<file path="src/ili_pkg.sv">
// ----------------------------------------------------------------------------
// ili_pkg: shared types and codes for the indexed list engine
// Field widths, op and status codes, and the per-cell shift command.
// ----------------------------------------------------------------------------
`default_nettype none

package ili_pkg;

  localparam int DATA_W           = 32;
  localparam int OP_W             = 3;
  localparam int IDX_W            = 7;
  localparam int ST_W             = 2;
  localparam int LEN_W            = 7;
  localparam int DEFAULT_CAPACITY = 64;

  localparam logic [OP_W-1:0] OP_READ       = 3'd0;
  localparam logic [OP_W-1:0] OP_PUSH_FRONT = 3'd1;
  localparam logic [OP_W-1:0] OP_PUSH_BACK  = 3'd2;
  localparam logic [OP_W-1:0] OP_INSERT_AT  = 3'd3;
  localparam logic [OP_W-1:0] OP_DELETE_AT  = 3'd4;

  localparam logic [ST_W-1:0] ST_DONE      = 2'd0;
  localparam logic [ST_W-1:0] ST_BAD_INDEX = 2'd1;
  localparam logic [ST_W-1:0] ST_FULL      = 2'd2;

  // broadcast to every cell: shift back (insert) or forward (delete)
  typedef struct packed {
    logic ins;
    logic del;
  } cell_op_t;

endpackage

`default_nettype wire

</file>
<file path="src/ili_cell.sv">
// ----------------------------------------------------------------------------
// ili_cell: one list slot
// Holds one entry; on insert takes the left neighbor or the new value, on
// delete takes the right neighbor. Drives its entry on tap when selected.
// ----------------------------------------------------------------------------
`default_nettype none

module ili_cell #(
  parameter int IDX   = 0,
  parameter int POS_W = 7
) (
  input  wire logic                          clk,
  input  wire ili_pkg::cell_op_t             op,
  input  wire logic [POS_W-1:0]              pos,
  input  wire logic [ili_pkg::DATA_W-1:0]    value,
  input  wire logic [ili_pkg::DATA_W-1:0]    left,
  input  wire logic [ili_pkg::DATA_W-1:0]    right,
  output logic      [ili_pkg::DATA_W-1:0]    data,
  output logic      [ili_pkg::DATA_W-1:0]    tap
);

  localparam logic [POS_W-1:0] MY = POS_W'(IDX);

  always_ff @(posedge clk) begin
    if (op.ins) begin
      if (pos == MY) begin
        data <= value;
      end else if (MY > pos) begin
        data <= left;
      end
    end else if (op.del && (MY >= pos)) begin
      data <= right;
    end
  end

  assign tap = (pos == MY) ? data : '0;

endmodule

`default_nettype wire

</file>
<file path="config.mk">
export PLATFORM = sky130hd
export DESIGN_NAME = ili_cell
export DESIGN_NICKNAME = d
export VERILOG_FILES = /design/src/ili_pkg.sv /design/src/ili_cell.sv
export SDC_FILE = /design/constraint.sdc
export NUM_CORES = 1
export LEC_CHECK = 0
export BUFFER_PORTS_ARGS = -buffer_cell sky130_fd_sc_hd__buf_4
export CAP_MARGIN = 20
export CELL_PAD_IN_SITES_DETAIL_PLACEMENT = 0
export CELL_PAD_IN_SITES_GLOBAL_PLACEMENT = 1
export CORE_MARGIN = 5
export CORE_UTILIZATION = 29
export CTS_BUF_LIST = sky130_fd_sc_hd__clkbuf_8
export DETAILED_ROUTE_END_ITERATION = 10
export PLACE_DENSITY_LB_ADDON = 0.1
export SETUP_SLACK_MARGIN = 0.02
export SYNTH_ARGS = -nofsm -noshare
export SYNTH_HDL_FRONTEND = slang
export SYNTH_SLANG_ARGS = --single-unit
</file>
<file path="constraint.sdc">
create_clock -name clk -period 4.8 [get_ports clk]
set_clock_uncertainty 0.05 [all_clocks]
set_input_delay 0.24 -clock clk [delete_from_list [all_inputs] [get_ports clk]]
set_output_delay 0.24 -clock clk [all_outputs]
set_load 0.02 [all_outputs]
</file>
# Word level (Yosys, flattened, before mapping)
# Index checks and enable logic that the tools add are counted.
# Widths: inputs -> output; s select.
[totals]
reg_bits = 32
word_cells = 13
input_bits = 106
latch_bits = 0
n_memories = 0
romBits = 0
mem_bits_rw = 0
[classes]
n_bitwise = 0
mux = 5
multipliers = 0
n_reduce_logical = 4
magnitude_cmp = 2
div_mod_pow = 0
add_sub_neg = 0
eq_ne = 1
n_shift = 0
[ops]
columns = ["cell", "count"]
rows = [
  ["$mux 32", 5],
  ["$ge 1x7->1 const A", 1],
  ["$gt 1x7->1 const A", 1],
  ["$logic_not 7->1", 1],
  ["$ne 3x1->1 const B", 1],
  ["$reduce_and 2->1", 1],
  ["$reduce_bool 2->1", 1],
  ["$logic_and 1x1->1", 1],
]

# Longest topological paths before layout
[depth]
word_depth = 4
depth_mapped = 5
mapped_depth_nobuf = 3

# Worst setup path after synthesis
# Ideal clock, no wire load.
[synth_timing]
path_kind = "input port to flip-flop"
from = "input port pos[4]"
to = "register data[0] (netlist name) (enable)"
path_buffers = 2
stages = 5
t_required_ns = 4.359
arrival_ns = 1.955
slack_ns = 2.404
setup_ns = 0.391
cell_sequence = "or4_4 -> buf_6 -> nor2_8 -> buf_8 -> o21a_1"
[synth_between]
elab_chain_len = 4
word_cells_on_any_way = 7
[synth_lines]
columns = ["item", "line", "rtl"]
rows = [
  ["from (decl)", "ili_cell.sv:14", "input wire logic [POS_W-1:0] pos,"],
  ["$ge 1x7->1", "ili_cell.sv:31", "end else if (op.del && (MY >= pos)) begin"],
  ["$logic_and 1x1->1", "ili_cell.sv:31", ""],
  ["$reduce_bool 2->1 (no line)", "--", ""],
  ["$reduce_and 2->1 (no line) *", "--", ""],
  ["to (signal assigned)", "ili_cell.sv:27", "data <= value;"],
  ["to (signal assigned)", "ili_cell.sv:29", "data <= left;"],
  ["to (signal assigned)", "ili_cell.sv:32", "data <= right;"],
  ["to (decl)", "ili_cell.sv:18", "output logic [ili_pkg::DATA_W-1:0] data,"],
]
# Every way passes the cells marked *; elsewhere a longest branch is shown, timed or not.
# A chain may end at the register's enable or synchronous reset.

# Worst setup path in the final report
[layout_timing]
from = "input port pos[3]"
to = "register data[23] (netlist name) (enable)"
# Same word-level chain as after synthesis.

==> flow_metrics.env <==
export IMPL_status="finished, final reports clean"
export IMPL_syn_nets=330
export IMPL_routed_via_count=2363
export IMPL_grt_antenna_before_repair=0
export IMPL_synthesis_yosys_warnings=0
export IMPL_drive_above_1_share_pct=49.3
export IMPL_post_cts_setup_buffer_count=0
export IMPL_final_hold_violation_count=0
export IMPL_dieWidth_um=94.8
export IMPL_post_route_min_period_ps=2300
export IMPL_start_to_end_type_of_the_worst_setup_path="primary input to register"
export IMPL_yosys_top_cells_area="sky130_fd_sc_hd__edfxtp_1 46%, sky130_fd_sc_hd__and3_1 9.6%, sky130_fd_sc_hd__a31oi_1 5.4%"
export IMPL_detail_route_first_pass_iterations=4
export IMPL_synth_avg_cell_area_um2=9.31
export IMPL_utilization_pct=48.9
export IMPL_crit_start_category="primary input"
export IMPL_timing_max_cap_violations=0
export IMPL_cts_hold_buf=0
export IMPL_design_die_area_um2=8990
export IMPL_setup_violations_final=0
export IMPL_synth_edf_count=32
export IMPL_first_pass_grt_wire_length_mm=12.0
export IMPL_wl_per_cell_um=16.8
export IMPL_maxSlewHeadroom_pct=46.1
export IMPL_worst_path_max_fanout=32
export IMPL_postCtsResizedCells=0
export IMPL_synth_top_cell_area_share_pct=46.1
export IMPL_leading_registers_by_flop_count="data (32)"
export IMPL_synthDominantAreaCellType="sky130_fd_sc_hd__edfxtp_1"
export IMPL_setup_repair_after_global_routing_missed_its_margin="no"
export IMPL_critPathLaunch="pos[3]"
export IMPL_num_antenna_cells=0
export IMPL_netlist_area_um2=2090
export IMPL_cts_max_level=2
export IMPL_min_period_over_period_pct=47.8
export IMPL_floorplan_rows=31
export IMPL_power_leakage_nw=1.66
export IMPL_async_reset_ff_share_pct=0
export IMPL_total_overflow_reported_by_the_global_router=0
export IMPL_layout_area_overhead_vs_synth_pct=67.2
export IMPL_cts_inserted_buffers=5
export IMPL_numClockSinks=32
export IMPL_fin_setup_tns_ps=0
export IMPL_design_final_nets=485
export IMPL_floorplan_initialDensity_pct=29.2
export IMPL_worstMarginPinSlew_ps=808
export IMPL_total_power_mw=0.644
export IMPL_dp_final_hpwl_mm=5.73
export IMPL_synthFlopType="sky130_fd_sc_hd__edfxtp_1"
export IMPL_max_clock_path_buffers=2
export IMPL_totalWireLength_mm=8.05
export IMPL_critical_path_endpoint_type="register"
export IMPL_clk_pin_slew_worst_paths_ps=70
export IMPL_largest_register_ffs=32
export IMPL_seq_area_frac_synth_pct=46.1
export IMPL_regMostFlops="data"
export IMPL_synthesis_instances=224
export IMPL_grt_pass1_vias=2355
export IMPL_hold_class="primary input to register"
export IMPL_fillerInstances=750
export IMPL_grt_max_degree=59
export IMPL_power_density_nw_per_um2=185
export IMPL_tritoncts="done"
export IMPL_cts_root_buf="sky130_fd_sc_hd__clkbuf_8"
export IMPL_drt_iter0_markers=97
export IMPL_max_clock_freq_ghz=0.436
export IMPL_cp_endpoint="data[23]"
export IMPL_drc=0
export IMPL_worst_endpoint_required_time_ps=4650
export IMPL_pin_count=170
export IMPL_placed_cells=469
export IMPL_route_detailed_vias_per_inst=4.94
export IMPL_post_synth_most_frequent_cells="32 x sky130_fd_sc_hd__and3_1, 32 x sky130_fd_sc_hd__edfxtp_1, 22 x sky130_fd_sc_hd__a21oi_1"
export IMPL_worst_vdd_ir_mv=0.0861
export IMPL_placeableCoreArea_um2=7140
export IMPL_synth_ff_latch_count=32
export IMPL_total_global_routing_track_utilization_pct=17.2
export IMPL_gp_congestion=0.794
export IMPL_fp_dieH_um=94.8
export IMPL_final_cell_count_no_fill=478
export IMPL_slew_violations=0
export IMPL_postRouteAntennaNets=0
export IMPL_synth_cell_type_count=23
export IMPL_io_buffer_count=169
export IMPL_data_arrival_time_of_the_critical_path_ps=2150
==> per-layer routing <==
layer	track usage, %	wire (µm)	vias up
met5	0	0	-
met4	3.97	103	0
met3	4.70	727	8
met2	29.9	4080	117
met1	21.2	3140	1080
li1	-	-	1158
==> power breakdown <==
part           switching [mW]  internal, mW  leakage [nW]
registers            0.000727         0.311         0.289
clock network          0.0979        0.0956        0.0391
logic                  0.0567        0.0819          1.33
==> critical path: stages <==
cell and delay (ps):
sky130_fd_sc_hd__buf_4 120, sky130_fd_sc_hd__or3_1 690, sky130_fd_sc_hd__nor2_8 350, sky130_fd_sc_hd__o21a_2 730
==> per-stage QoR <==
stage / hold WS [ps] / setup WS, ps / cell area, µm²
3_3_place_gp: 494 / 2200 / 3370
3_5_place_dp: 499 / 2160 / 3370
4_1_cts: 209 / 2240 / 3450
2_1_floorplan: 405 / 2400 / 2090
6_report: 210 / 2500 / 3490
5_1_grt: 207 / 2380 / 3490
==> layout make-up <==
cell class	instances	area [µm²]	area share, %
clock buffers	5	68.8	1.97
multi-input cells	166	1000	28.7
clock inverters	2	7.51	0.215
flip-flops and latches	32	961	27.6
well taps	99	124	3.55
repair buffers	173	1320	37.9
inverters	1	3.75	0.108
==> how the worst min path moves through the flow <==
stage / start / end / slack, ps / cells after the start
final: right[24] / data[24] / 210 / 2
after global placement: right[22] / data[22] / 490 / 2
after floorplan: right[30] / data[30] / 410 / 1
after detailed placement: right[11] / data[11] / 500 / 2
after global routing: right[24] / data[24] / 210 / 2
after CTS: right[24] / data[24] / 210 / 2
==> cells by family after synthesis <==
group	share of synthesized area (%)
buffers and inverters	6.36
DFF	46.1
AOI/OAI and AO/OA	22.3
and+or+nand+nor	25.3
==> layout by cell type, fill, tap and decap left out <==
cell                       count
sky130_fd_sc_hd__or4_4         1
sky130_fd_sc_hd__and2_1       14
sky130_fd_sc_hd__or3_1         1
sky130_fd_sc_hd__a221o_2       4
sky130_fd_sc_hd__buf_6         1
sky130_fd_sc_hd__nand3_1      10
sky130_fd_sc_hd__nor4_4        1
sky130_fd_sc_hd__a21oi_1      22
sky130_fd_sc_hd__nor3_4        1
sky130_fd_sc_hd__nor2_1       18
sky130_fd_sc_hd__buf_4       171
sky130_fd_sc_hd__edfxtp_1     32
sky130_fd_sc_hd__nor2_8        1
sky130_fd_sc_hd__o21a_2        1
sky130_fd_sc_hd__inv_1         1
sky130_fd_sc_hd__and3_1       32
sky130_fd_sc_hd__a31oi_1      18
sky130_fd_sc_hd__o21ai_0      18
sky130_fd_sc_hd__clkbuf_8      5
sky130_fd_sc_hd__a221o_1      10
sky130_fd_sc_hd__clkinv_1      2
sky130_fd_sc_hd__nand2_1      14
sky130_fd_sc_hd__buf_16        1
(Power assumes the default switching activity.)
